[src/rtl/core/i2c_ram_pkg.sv]
// Shared types and constants for the I2C register-access master.
// Holds the segment program table, opcodes, status codes and result record.
// No dependencies.
package i2c_ram_pkg;

  typedef enum logic [1:0] {
    OP_TICK  = 2'd0,
    OP_WRITE = 2'd1,
    OP_READ  = 2'd2,
    OP_PROBE = 2'd3
  } op_e;

  typedef enum logic [3:0] {
    SEG_NONE      = 4'd0,
    SEG_START     = 4'd1,
    SEG_SEND_AW   = 4'd2,
    SEG_SEND_REG  = 4'd3,
    SEG_SEND_DATA = 4'd4,
    SEG_SEND_AR   = 4'd5,
    SEG_ACK       = 4'd6,
    SEG_READ      = 4'd7,
    SEG_NACK      = 4'd8,
    SEG_STOP      = 4'd9
  } seg_e;

  localparam logic [1:0] ST_ACK      = 2'd0;
  localparam logic [1:0] ST_NACK     = 2'd1;
  localparam logic [1:0] ST_BUS_BUSY = 2'd2;

  localparam logic [15:0] PHASE_LEN_RESET = 16'd250;

  localparam int unsigned StepW = 6;

  typedef struct packed {
    logic       scl;
    logic       sda;
    logic       listen;
    logic       busy;
    logic       done;
    logic [1:0] status;
    logic [7:0] rdata;
  } res_t;

  // Segment program: which bus segment runs at each step of each opcode.
  function automatic seg_e seg_of(op_e op, logic [StepW-1:0] step);
    seg_e s;
    s = SEG_NONE;
    unique case (op)
      OP_WRITE: begin
        unique case (step)
          6'd1:    s = SEG_START;
          6'd2:    s = SEG_SEND_AW;
          6'd3:    s = SEG_ACK;
          6'd4:    s = SEG_SEND_REG;
          6'd5:    s = SEG_ACK;
          6'd6:    s = SEG_SEND_DATA;
          6'd7:    s = SEG_ACK;
          6'd8:    s = SEG_STOP;
          default: s = SEG_NONE;
        endcase
      end
      OP_READ: begin
        unique case (step)
          6'd1:    s = SEG_START;
          6'd2:    s = SEG_SEND_AW;
          6'd3:    s = SEG_ACK;
          6'd4:    s = SEG_SEND_REG;
          6'd5:    s = SEG_ACK;
          6'd6:    s = SEG_START;
          6'd7:    s = SEG_SEND_AR;
          6'd8:    s = SEG_ACK;
          6'd9:    s = SEG_READ;
          6'd10:   s = SEG_NACK;
          6'd11:   s = SEG_STOP;
          default: s = SEG_NONE;
        endcase
      end
      OP_PROBE: begin
        unique case (step)
          6'd1:    s = SEG_START;
          6'd2:    s = SEG_SEND_AW;
          6'd3:    s = SEG_ACK;
          6'd4:    s = SEG_STOP;
          default: s = SEG_NONE;
        endcase
      end
      default: s = SEG_NONE;
    endcase
    return s;
  endfunction

  // Step of the stop segment, used to bail out after a NACK.
  function automatic logic [StepW-1:0] stop_step(op_e op);
    logic [StepW-1:0] s;
    unique case (op)
      OP_WRITE: s = 6'd8;
      OP_READ:  s = 6'd11;
      OP_PROBE: s = 6'd4;
      default:  s = 6'd0;
    endcase
    return s;
  endfunction

endpackage

[src/rtl/core/i2c_register_access_master_unit.sv]
// I2C register-access master, open-drain bit sequencer.
// Input channel (in_valid_i/in_ready_o): each transfer is a tick (opcode 0) or a
// command: write register, read register or probe device. A command starts a
// transaction only when idle; while busy every transfer counts as a tick.
// Ticks pace the bus: each bus phase lasts phase_length ticks (reset value 250).
// User writes it via cfg_we_i/cfg_wdata_i while the block is idle; not enforced.
// Output channel (out_valid_o/out_ready_i): exactly one result per input
// transfer with the SCL/SDA drive to apply, sda_listen, busy, done, status and
// the last read byte. sda_sense_i/scl_sense_i are sampled on every transfer.
// The result is registered and is valid in the cycle after acceptance.
// Throughput is one transfer per cycle while results are taken, set by the
// single result register behind the next-state logic. When the receiver stalls,
// the result is held and in_ready_o drops until it is taken.
// Reset clears the sequencer to idle with both lines released, status 0 and
// read data 0; the first result follows the first accepted transfer.
// Depends on i2c_ram_pkg, i2c_ram_core and i2c_ram_out.
module i2c_register_access_master_unit import i2c_ram_pkg::*; (
  input  logic        clk_i,
  input  logic        rst_ni,
  input  logic        cfg_we_i,
  input  logic [15:0] cfg_wdata_i,
  input  logic        in_valid_i,
  output logic        in_ready_o,
  input  logic [1:0]  opcode_i,
  input  logic [6:0]  device_address_i,
  input  logic [7:0]  register_address_i,
  input  logic [7:0]  write_data_i,
  input  logic        sda_sense_i,
  input  logic        scl_sense_i,
  output logic        out_valid_o,
  input  logic        out_ready_i,
  output logic        scl_level_o,
  output logic        sda_level_o,
  output logic        sda_listen_o,
  output logic        busy_res_o,
  output logic        done_res_o,
  output logic [1:0]  status_o,
  output logic [7:0]  read_data_o
);

  res_t res_next, res_held;
  logic accept;

  assign accept = in_valid_i && in_ready_o;

  i2c_ram_core u_core (
    .clk_i              (clk_i),
    .rst_ni             (rst_ni),
    .cfg_we_i           (cfg_we_i),
    .cfg_wdata_i        (cfg_wdata_i),
    .accept_i           (accept),
    .opcode_i           (opcode_i),
    .device_address_i   (device_address_i),
    .register_address_i (register_address_i),
    .write_data_i       (write_data_i),
    .sda_sense_i        (sda_sense_i),
    .scl_sense_i        (scl_sense_i),
    .res_o              (res_next)
  );

  i2c_ram_out u_out (
    .clk_i       (clk_i),
    .rst_ni      (rst_ni),
    .in_valid_i  (in_valid_i),
    .in_ready_o  (in_ready_o),
    .res_i       (res_next),
    .out_valid_o (out_valid_o),
    .out_ready_i (out_ready_i),
    .res_o       (res_held)
  );

  assign scl_level_o  = res_held.scl;
  assign sda_level_o  = res_held.sda;
  assign sda_listen_o = res_held.listen;
  assign busy_res_o   = res_held.busy;
  assign done_res_o   = res_held.done;
  assign status_o     = res_held.status;
  assign read_data_o  = res_held.rdata;

endmodule

[src/rtl/core/i2c_ram_core.sv]
// Bus sequencer state and per-transfer next-state logic of the I2C master.
// Each accepted item updates all sequencer state. Depends on i2c_ram_pkg.
module i2c_ram_core import i2c_ram_pkg::*; (
  input  logic        clk_i,
  input  logic        rst_ni,
  input  logic        cfg_we_i,
  input  logic [15:0] cfg_wdata_i,
  input  logic        accept_i,
  input  logic [1:0]  opcode_i,
  input  logic [6:0]  device_address_i,
  input  logic [7:0]  register_address_i,
  input  logic [7:0]  write_data_i,
  input  logic        sda_sense_i,
  input  logic        scl_sense_i,
  output res_t        res_o
);

  typedef struct packed {
    logic [StepW-1:0] step;
    logic [7:0]       shift;
  } entry_t;

  logic [15:0]      plen_q;
  logic [StepW-1:0] step_q, step_d;
  logic [1:0]       sub_q, sub_d;
  logic [2:0]       bit_q, bit_d;
  logic [7:0]       shift_q, shift_d;
  logic [15:0]      pc_q, pc_d;
  op_e              op_q, op_d;
  logic [6:0]       dev_q, dev_d;
  logic [7:0]       reg_q, reg_d;
  logic [7:0]       dat_q, dat_d;
  logic [1:0]       status_q, status_d;
  logic [7:0]       rdata_q, rdata_d;

  logic [15:0] pc_inc, limit;
  logic [1:0]  ack_status;
  logic        done;
  seg_e        seg_q, seg_d;
  entry_t      ent;
  logic [1:0]  drive;
  logic        listen;
  op_e         in_op;

  assign in_op = op_e'(opcode_i);

  // Loads the next segment; bytes to send are taken from the held command.
  function automatic entry_t enter_step(op_e op, logic [6:0] dev, logic [7:0] ra,
                                        logic [7:0] dat, logic [StepW-1:0] step,
                                        logic [7:0] shift_cur);
    entry_t r;
    r.step  = step;
    r.shift = shift_cur;
    case (seg_of(op, step))
      SEG_SEND_AW:   r.shift = {dev, 1'b0};
      SEG_SEND_AR:   r.shift = {dev, 1'b1};
      SEG_SEND_REG:  r.shift = ra;
      SEG_SEND_DATA: r.shift = dat;
      SEG_NONE:      r.step  = '0;
      default:       ;
    endcase
    return r;
  endfunction

  assign seg_q  = seg_of(op_q, step_q);
  assign pc_inc = pc_q + 16'd1;
  assign limit  = (plen_q == 16'd0) ? 16'd1 : plen_q;
  assign ack_status = (sub_q == 2'd1 && sda_sense_i) ? ST_NACK : status_q;

  always_comb begin
    step_d   = step_q;
    sub_d    = sub_q;
    bit_d    = bit_q;
    shift_d  = shift_q;
    pc_d     = pc_q;
    op_d     = op_q;
    dev_d    = dev_q;
    reg_d    = reg_q;
    dat_d    = dat_q;
    status_d = status_q;
    rdata_d  = rdata_q;
    done     = 1'b0;
    ent      = '0;

    if (step_q != '0) begin
      if (pc_inc >= limit) begin
        pc_d = '0;
        case (seg_q)
          SEG_START, SEG_NACK: begin
            if (sub_q < 2'd2) begin
              sub_d = sub_q + 2'd1;
            end else begin
              ent     = enter_step(op_q, dev_q, reg_q, dat_q, step_q + 6'd1, shift_q);
              step_d  = ent.step;
              shift_d = ent.shift;
              sub_d   = '0;
              bit_d   = '0;
            end
          end
          SEG_SEND_AW, SEG_SEND_REG, SEG_SEND_DATA, SEG_SEND_AR: begin
            if (sub_q < 2'd2) begin
              sub_d = sub_q + 2'd1;
            end else if (bit_q == 3'd7) begin
              ent     = enter_step(op_q, dev_q, reg_q, dat_q, step_q + 6'd1,
                                   {shift_q[6:0], 1'b0});
              step_d  = ent.step;
              shift_d = ent.shift;
              sub_d   = '0;
              bit_d   = '0;
            end else begin
              shift_d = {shift_q[6:0], 1'b0};
              bit_d   = bit_q + 3'd1;
              sub_d   = '0;
            end
          end
          SEG_ACK: begin
            status_d = ack_status;
            if (sub_q < 2'd2) begin
              sub_d = sub_q + 2'd1;
            end else begin
              // NACK: jump straight to the stop segment
              if (ack_status == ST_NACK) begin
                if (op_q == OP_READ) rdata_d = '0;
                ent = enter_step(op_q, dev_q, reg_q, dat_q, stop_step(op_q), shift_q);
              end else begin
                ent = enter_step(op_q, dev_q, reg_q, dat_q, step_q + 6'd1, shift_q);
              end
              step_d  = ent.step;
              shift_d = ent.shift;
              sub_d   = '0;
              bit_d   = '0;
            end
          end
          SEG_READ: begin
            if (sub_q == 2'd0) begin
              shift_d = {shift_q[6:0], sda_sense_i};
              sub_d   = 2'd1;
            end else if (bit_q == 3'd7) begin
              rdata_d = shift_q;
              ent     = enter_step(op_q, dev_q, reg_q, dat_q, step_q + 6'd1, shift_q);
              step_d  = ent.step;
              shift_d = ent.shift;
              sub_d   = '0;
              bit_d   = '0;
            end else begin
              bit_d = bit_q + 3'd1;
              sub_d = '0;
            end
          end
          SEG_STOP: begin
            if (sub_q < 2'd2) begin
              sub_d = sub_q + 2'd1;
            end else begin
              step_d = '0;
              sub_d  = '0;
              done   = 1'b1;
            end
          end
          default: begin
            step_d = '0;
            sub_d  = '0;
          end
        endcase
      end else begin
        pc_d = pc_inc;
      end
    end else if (in_op != OP_TICK) begin
      op_d  = in_op;
      dev_d = device_address_i;
      reg_d = register_address_i;
      dat_d = write_data_i;
      if (in_op == OP_PROBE && (!sda_sense_i || !scl_sense_i)) begin
        status_d = ST_BUS_BUSY;
        done     = 1'b1;
      end else begin
        status_d = ST_ACK;
        pc_d     = '0;
        ent      = enter_step(in_op, device_address_i, register_address_i,
                              write_data_i, 6'd1, shift_q);
        step_d   = ent.step;
        shift_d  = ent.shift;
        sub_d    = '0;
        bit_d    = '0;
      end
    end
  end

  // Line drive of the phase being entered: drive[1] SCL, drive[0] SDA.
  assign seg_d = seg_of(op_d, step_d);

  always_comb begin
    listen = 1'b0;
    drive  = 2'b11;
    case (seg_d)
      SEG_START: drive = (sub_d == 2'd0) ? 2'b11 : ((sub_d == 2'd1) ? 2'b10 : 2'b00);
      SEG_SEND_AW, SEG_SEND_REG, SEG_SEND_DATA, SEG_SEND_AR: begin
        if (sub_d == 2'd1)                          drive = {1'b1, shift_d[7]};
        else if (sub_d == 2'd2 && bit_d == 3'd7)    drive = 2'b01;
        else                                        drive = {1'b0, shift_d[7]};
      end
      SEG_ACK: begin
        listen = 1'b1;
        drive  = (sub_d == 2'd1) ? 2'b11 : 2'b01;
      end
      SEG_READ: begin
        listen = 1'b1;
        drive  = (sub_d == 2'd0) ? 2'b11 : 2'b01;
      end
      SEG_NACK: drive = (sub_d == 2'd1) ? 2'b11 : 2'b01;
      SEG_STOP: drive = (sub_d == 2'd0) ? 2'b00 : ((sub_d == 2'd1) ? 2'b10 : 2'b11);
      default:  drive = 2'b11;
    endcase
  end

  always_comb begin
    res_o.scl    = drive[1];
    res_o.sda    = drive[0];
    res_o.listen = listen;
    res_o.busy   = (step_d != '0);
    res_o.done   = done;
    res_o.status = status_d;
    res_o.rdata  = rdata_d;
  end

  always_ff @(posedge clk_i or negedge rst_ni) begin
    if (!rst_ni) begin
      plen_q <= PHASE_LEN_RESET;
    end else if (cfg_we_i) begin
      plen_q <= cfg_wdata_i;
    end
  end

  always_ff @(posedge clk_i or negedge rst_ni) begin
    if (!rst_ni) begin
      step_q   <= '0;
      sub_q    <= '0;
      bit_q    <= '0;
      shift_q  <= '0;
      pc_q     <= '0;
      op_q     <= OP_TICK;
      dev_q    <= '0;
      reg_q    <= '0;
      dat_q    <= '0;
      status_q <= ST_ACK;
      rdata_q  <= '0;
    end else if (accept_i) begin
      step_q   <= step_d;
      sub_q    <= sub_d;
      bit_q    <= bit_d;
      shift_q  <= shift_d;
      pc_q     <= pc_d;
      op_q     <= op_d;
      dev_q    <= dev_d;
      reg_q    <= reg_d;
      dat_q    <= dat_d;
      status_q <= status_d;
      rdata_q  <= rdata_d;
    end
  end

  a_done_not_busy: assert property (@(posedge clk_i) disable iff (!rst_ni)
    accept_i && res_o.done |-> !res_o.busy)
    else $error("transaction reported done while still busy");

  a_busy_has_cmd: assert property (@(posedge clk_i) disable iff (!rst_ni)
    step_q != '0 |-> op_q != OP_TICK && seg_q != SEG_NONE)
    else $error("sequencer active without a valid segment");

  a_idle_tick: assert property (@(posedge clk_i) disable iff (!rst_ni)
    accept_i && step_q == '0 && in_op == OP_TICK
      |-> res_o.scl && res_o.sda && !res_o.done && !res_o.busy)
    else $error("idle tick changed the bus or reported done");

  a_phase_hold: assert property (@(posedge clk_i) disable iff (!rst_ni)
    accept_i && step_q != '0 && pc_inc < limit |=> step_q == $past(step_q)
      && sub_q == $past(sub_q))
    else $error("bus phase advanced before its length elapsed");

endmodule

[src/rtl/core/i2c_ram_out.sv]
// Result register of the I2C master: holds one result until it is taken.
// Depends on i2c_ram_pkg for the result record.
module i2c_ram_out import i2c_ram_pkg::*; (
  input  logic clk_i,
  input  logic rst_ni,
  input  logic in_valid_i,
  output logic in_ready_o,
  input  res_t res_i,
  output logic out_valid_o,
  input  logic out_ready_i,
  output res_t res_o
);

  logic valid_q, valid_d;
  res_t res_q;
  logic load;

  // A new transfer may enter when no result is held or the held one leaves this cycle.
  assign in_ready_o = !valid_q || out_ready_i;
  assign load       = in_valid_i && in_ready_o;
  assign valid_d    = load || (valid_q && !out_ready_i);

  always_ff @(posedge clk_i or negedge rst_ni) begin
    if (!rst_ni) begin
      valid_q <= 1'b0;
    end else begin
      valid_q <= valid_d;
    end
  end

  always_ff @(posedge clk_i) begin
    if (load) begin
      res_q <= res_i;
    end
  end

  assign out_valid_o = valid_q;
  assign res_o       = res_q;

endmodule
[config.mk]
export PLATFORM = sky130hd
export DESIGN_NAME = i2c_register_access_master_unit
export DESIGN_NICKNAME = d
export VERILOG_FILES = /design/src/rtl/core/i2c_ram_pkg.sv /design/src/rtl/core/i2c_register_access_master_unit.sv /design/src/rtl/core/i2c_ram_core.sv /design/src/rtl/core/i2c_ram_out.sv
export SDC_FILE = /design/constraint.sdc
export NUM_CORES = 1
export LEC_CHECK = 0
export BUFFER_PORTS_ARGS = -buffer_cell sky130_fd_sc_hd__buf_2
export CAP_MARGIN = 20
export CORE_ASPECT_RATIO = 0.6
export CORE_MARGIN = 1.5
export CORE_UTILIZATION = 50
export CTS_CLUSTER_DIAMETER = 60
export CTS_CLUSTER_SIZE = 28
export DETAILED_ROUTE_END_ITERATION = 8
export PLACE_DENSITY = 0.74
export SYNTH_ARGS = -nofsm -noshare
export SYNTH_HDL_FRONTEND = slang
export SYNTH_SLANG_ARGS = --single-unit
[constraint.sdc]
create_clock -name clk_i -period 8.9 [get_ports clk_i]
set_input_delay 1.335 -clock clk_i [delete_from_list [all_inputs] [get_ports clk_i]]
set_output_delay 1.335 -clock clk_i [all_outputs]
set_load 0.02 [all_outputs]
Yosys cells after proc, flatten, opt, wreduce, memory -nomap -nowiden
Memories as Yosys holds them, arrays and structs flattened.
Index checks and enable logic that the tools add are counted.
{ "totals": {"ff_bits": 102, "n_memories": 14, "mem_bits_ro": 896, "out_inout_bits": 17} }
{ "mem_list": {"columns": ["memory", "words", "width", "rd", "rd_ports_with_merged_regs", "write_ports", "line", "text"], "rows": [
  ["(no name shown)", 16, 4, 1, 0, 0, "i2c_ram_pkg.sv:50", "unique case (step)"],
  ["(no name shown)", 16, 4, 1, 0, 0, "i2c_ram_pkg.sv:63", "unique case (step)"],
  ["(no name shown)", 16, 4, 1, 0, 0, "i2c_ram_pkg.sv:50", null],
  ["(no name shown)", 16, 4, 1, 0, 0, "i2c_ram_pkg.sv:63", null],
  ["(no name shown)", 16, 4, 1, 0, 0, "i2c_ram_pkg.sv:50", null],
  ["(no name shown)", 16, 4, 1, 0, 0, "i2c_ram_pkg.sv:63", null],
  ["+8 memories", null, null, null, null, null, null, null]
]} }
{ "op_classes": {"order_cmp": 2, "n_reduce_logical": 41, "mux": 148, "n_addsub": 4, "n_bitwise": 1, "eq_ne": 84} }
{ "op_table": {"columns": ["operator", "n"], "rows": [
  ["$pmux 8 s4", 7],
  ["$mux 4", 41],
  ["$mux 8", 17],
  ["$mux 6", 21],
  ["$pmux 4 s3", 8],
  ["$eq 4x3->1 const B", 20],
  ["$mux 16", 5],
  ["$eq 4x2->1 const B", 16],
  ["$pmux 4 s4", 4],
  ["$eq 6x2->1 const B", 8],
  ["$mux 2", 19],
  ["$pmux 6 s5", 1],
  ["$eq 6x1->1 const B", 4],
  ["$eq 6x3->1 const B", 4],
  ["$logic_not 4->1", 6],
  ["$mux 3", 8],
  ["$ne 7x7->1 const B", 3],
  ["$add 16x1->16 const B", 1],
  ["$eq 4x4->1 const B", 4],
  ["$ge 16x16->1", 1],
  ["$logic_not 16->1", 1],
  ["$pmux 8 s2", 1],
  ["$eq 2x2->1 const B", 7],
  ["$mux 14", 1],
  ["other kinds (31)", 72]
]} }

Depth between registers and ports, before layout
{ "logic_depth": {"depth_word": 30, "mapped_depth": 26, "mapped_depth_nobuf": 25} }

By module
A second synthesis with hierarchy kept.
{ "hier_totals": {"cells_unflattened": 856, "area_unflattened_um2": 7621.1} }
{ "by_module_without_submodules": {"columns": ["mod", "area_per_inst_um2", "seq_area_each_um2", "cells_each", "instances"], "rows": [
  ["i2c_ram_core", 7110.6, 2159.6, 836, 1],
  ["i2c_ram_out", 504.2, 475.5, 19, 1],
  ["i2c_register_access_master_unit", 6.3, 0.0, 1, 1]
]} }

Worst setup path before layout
No wires, ideal clock.
{ "synth_timing": {"path_kind": "flip-flop to flip-flop", "from": "register u_core.pc_q[0]", "to": "register u_out.res_q (netlist bit u_out.res_o[14]), data pin", "n_path_buf": 1, "t_arrival_ps": 4939, "path_stages_with_launch": 26, "slack_ps": 3695, "cell_sequence": "dfrtp_1 -> ha_1 -> nand3_1 -> nor2_1 -> and3_1 -> and3_1 -> clkbuf_1 -> and3_1 -> xor2_1 -> ha_1 -> and4_1 -> o211ai_1 -> o31a_1 -> nor4_2 -> o21ai_0 -> o211ai_1 -> and2_1 -> inv_2 -> ha_1 -> a21boi_0 -> a31o_1 -> a211o_1 -> o21ai_2 -> nand2_1 -> o32ai_1 -> a21oi_2"} }
{ "synth_rtl": {"columns": ["item", "line", "text"], "rows": [
  ["start: declaration", "i2c_ram_core.sv:28", "logic [15:0] pc_q, pc_d;"],
  ["start signal: assignment", "i2c_ram_core.sv:251", "pc_q <= pc_d;"],
  ["end signal: assignment", "i2c_ram_out.sv:33", "res_q <= res_i;"],
  ["end: declaration", "i2c_ram_out.sv:15", "res_t res_q;"]
]} }

==> results.sh <==
export IMPL_clock_latency_ns=0.35
export IMPL_maxSlewViolCount=0
export IMPL_p_leak_nw=3.42
export IMPL_yosysWarnings=0
export IMPL_cellPowerDensity_nw_per_um2=204
export IMPL_die_area_sq_um=15200
export IMPL_firstDrtPassIters=5
export IMPL_gr_usage_met1=0.479
export IMPL_ys_ff_latch=102
export IMPL_antenna_found_initial=0
export IMPL_synthToLayoutAreaGrowth_pct=9.96
export IMPL_viasPerCell=6.34
export IMPL_cts_setup_buffers=0
export IMPL_setup_ws_ns=2.73
export IMPL_worstReg2RegStart="u_core.pc_q[0]"
export IMPL_period_share=0.693
export IMPL_drtAntennaViolNets=0
export IMPL_netlist_area_sq_um=7240
export IMPL_met2_usage=0.325
export IMPL_vias=6715
export IMPL_ioPinCount=65
export IMPL_crit_type="flop to flop"
export IMPL_whs_ns=0.483
export IMPL_fin_setup_tns_ns=0
export IMPL_use_met3=0.0819
export IMPL_outcome="completed"
export IMPL_cts_hold_buf=0
export IMPL_synth_edf_count=15
export IMPL_synth_cell_types=86
export IMPL_rrSetupSlack_ns=2.73
export IMPL_wl_um=20400
export IMPL_final_cells=1059
export IMPL_hp_class="flop to flop"
export IMPL_dpl_instance_area_sq_um=7670
export IMPL_grt_max_degree=72
export IMPL_report_final_hold_viol_count=0
export IMPL_synth_fp_nets=907
export IMPL_netlist_instances=819
export IMPL_rsz0062_at_grt="no"
export IMPL_rows=33
export IMPL_p_total_mw=1.62
export IMPL_holdPathStages=2
export IMPL_ff2ff_path_depth=24
export IMPL_hpwlAfterDp_um=15400
export IMPL_cts_resized=0
export IMPL_place_congestion=0.978
export IMPL_ys_seq_area_frac=0.364
export IMPL_cap_violations=0
export IMPL_endpoint_kind="flop"
export IMPL_worst_pin_slew_ns=1.10
export IMPL_grt_pass1_vias=5711
export IMPL_diodes=0
export IMPL_track_usage=0.279
export IMPL_core_area_sq_um=13900
export IMPL_dp_cells=1043
export IMPL_reg2reg_to="u_out.res_o[14]"
export IMPL_avgRoutedWirePerCell_um=19.3
export IMPL_initial_core_util=0.522
export IMPL_final_area_sq_um=7960
export IMPL_critical_path_required_ns=8.99
export IMPL_async_flop_share=0.853
export IMPL_busiest_layer="met1"
export IMPL_fin_nets=950
export IMPL_die_width_um=158
export IMPL_drive_gt1_frac=0.165
export IMPL_path_clk_slew_ns=0.08
export IMPL_min_delay_start="u_core.rdata_q[6]"
export IMPL_drc=0
export IMPL_first_iter_violations=782
export IMPL_grt_ovfl_total=0
export IMPL_start_kind="flop"
export IMPL_finalSetupViolations=0
export IMPL_clock_sinks=102
export IMPL_cts_tree="built"
export IMPL_dp_slack_ns=2.91
export IMPL_synth_area_per_cell_sq_um=8.83
export IMPL_cts_buffer_depth=2
export IMPL_cp_arrival_ns=6.26
export IMPL_hold_end="u_core.rdata_q[6]"
export IMPL_final_util=0.574
export IMPL_fin_skew_ns=0.00994
export IMPL_cts_buffers=9
export IMPL_grt_pass1_wl_um=32400
export IMPL_path_max_fanout=17
export IMPL_root_buffer="clkbuf_16"
export IMPL_numPortBuffers=64
export IMPL_fmax_mhz=162
export IMPL_period_minus_slack_ns=6.17
export IMPL_synth_main_ff_cell="dfrtp_1"
export IMPL_slew_headroom=0.266
export IMPL_die_h_um=96.2
export IMPL_peakVddDrop_v=0.000126
export IMPL_cts_htree_levels=3
## logic make-up after synthesis
kind of cell | synth area share
AND/OR/NAND/NOR | 0.199
AO/OA/AOI/OAI | 0.260
flip-flops | 0.364
buffers and inverters | 0.0389
adder cells (fa/ha/maj) | 0.0692
multiplexers | 0.0460
XOR/XNOR | 0.0232
## per-layer routing
layer / vias up / wire, um
li1: 3152 / -
met1: 3178 / 10900
met2: 376 / 7080
met3: 9 / 2380
met4: 0 / 104
met5: - / 0
## how the worst max path moves through the flow
stage	from	end	slack, ns	depth (start not counted)
floorplan	u_core.pc_q[0]	u_out.res_o[14]	3.69	25
global placement	u_core.pc_q[0]	u_out.res_o[14]	3.13	24
detailed placement	u_core.pc_q[0]	u_out.res_o[14]	2.91	24
CTS	u_core.pc_q[0]	u_out.res_o[14]	2.85	24
global route	u_core.pc_q[0]	u_out.res_o[14]	2.39	24
finish	u_core.pc_q[0]	u_out.res_o[14]	2.73	24
## layout make-up
type                    count  area, sq um
clock buffers               9          225
clock inverters             7         63.8
fillers                  1257         5920
inverters                  30          113
multi-input cells         650         4320
flip-flops and latches    102         2640
well taps                 192          240
repair buffers             69          360
## Yosys cell counts, drive strengths merged, types with 7 or more instances
library cell / count / area, sq um
a211oi: 8 / 60.1
a21boi: 9 / 67.6
a21oi: 45 / 233
a222oi: 7 / 70.1
a22o: 21 / 184
and2: 14 / 87.6
and3: 16 / 105
buf: 11 / 70.1
clkbuf: 26 / 98.8
dfrtp: 81 / 2030
edfxtp: 15 / 450
ha: 40 / 500
inv: 30 / 113
mux2: 26 / 293
nand2: 113 / 427
nand2b: 12 / 75.1
nand3: 32 / 160
nand4: 8 / 50.1
nor2: 53 / 199
nor3: 13 / 70.1
nor4: 11 / 81.3
o21ai: 91 / 459
o22ai: 7 / 43.8
xnor2: 7 / 80.1
xor2: 10 / 87.6
## sequential cells by signal, indices dropped and copies added (netlist names), 6 cells and up
register        cells
u_out.res_o        15
u_core.dev_q        7
u_core.rdata_q      8
u_core.reg_q        8
u_core.shift_q      8
u_core.dat_q        8
u_core.plen_q      16
u_core.pc_q        16
u_core.step_q       6
## critical path, stage by stage, from the launching register on
cell and delay (ns):
dfrtp_1 0.44, ha_1 0.26, nand3_1 0.14, nor2_1 0.28
and3_1 0.28, and3_1 0.29, and3_1 0.20, xor2_1 0.22
ha_1 0.29, and4_1 0.21, a221oi_1 0.30, o31a_1 0.65
and2_1 0.25, o221ai_1 0.12, o211ai_1 0.20, and2_1 0.28
inv_2 0.12, ha_1 0.20, a21boi_0 0.14, a31o_1 0.23
a211o_1 0.33, o21ai_2 0.17, nand2_1 0.07, o32ai_1 0.15
a21oi_2 0.05
## placed cells by master, fill, tap and decap left out, drive strengths merged, types with 6 or more instances in the layout
cell	n
nand2	113
o21ai	91
dfrtp	81
buf	69
nor2	53
a21oi	45
ha	40
inv	34
nand3	32
mux2	26
a22o	21
and3	16
edfxtp	15
and2	14
nor3	13
nand2b	12
nor4	11
xor2	10
clkbuf	9
a21boi	9
a211oi	8
nand4	8
o22ai	7
a222oi	7
xnor2	7
a32oi	6
dfstp	6
o211ai	6
## where the power goes
part | leakage [nW] | internal (mW) | switching (mW)
registers | 1.26 | 0.553 | 0.0743
clock network | 0.142 | 0.197 | 0.192
logic | 2.03 | 0.221 | 0.386
total | 3.42 | 0.971 | 0.652
Note: power is estimated with default switching activity, not from simulation.
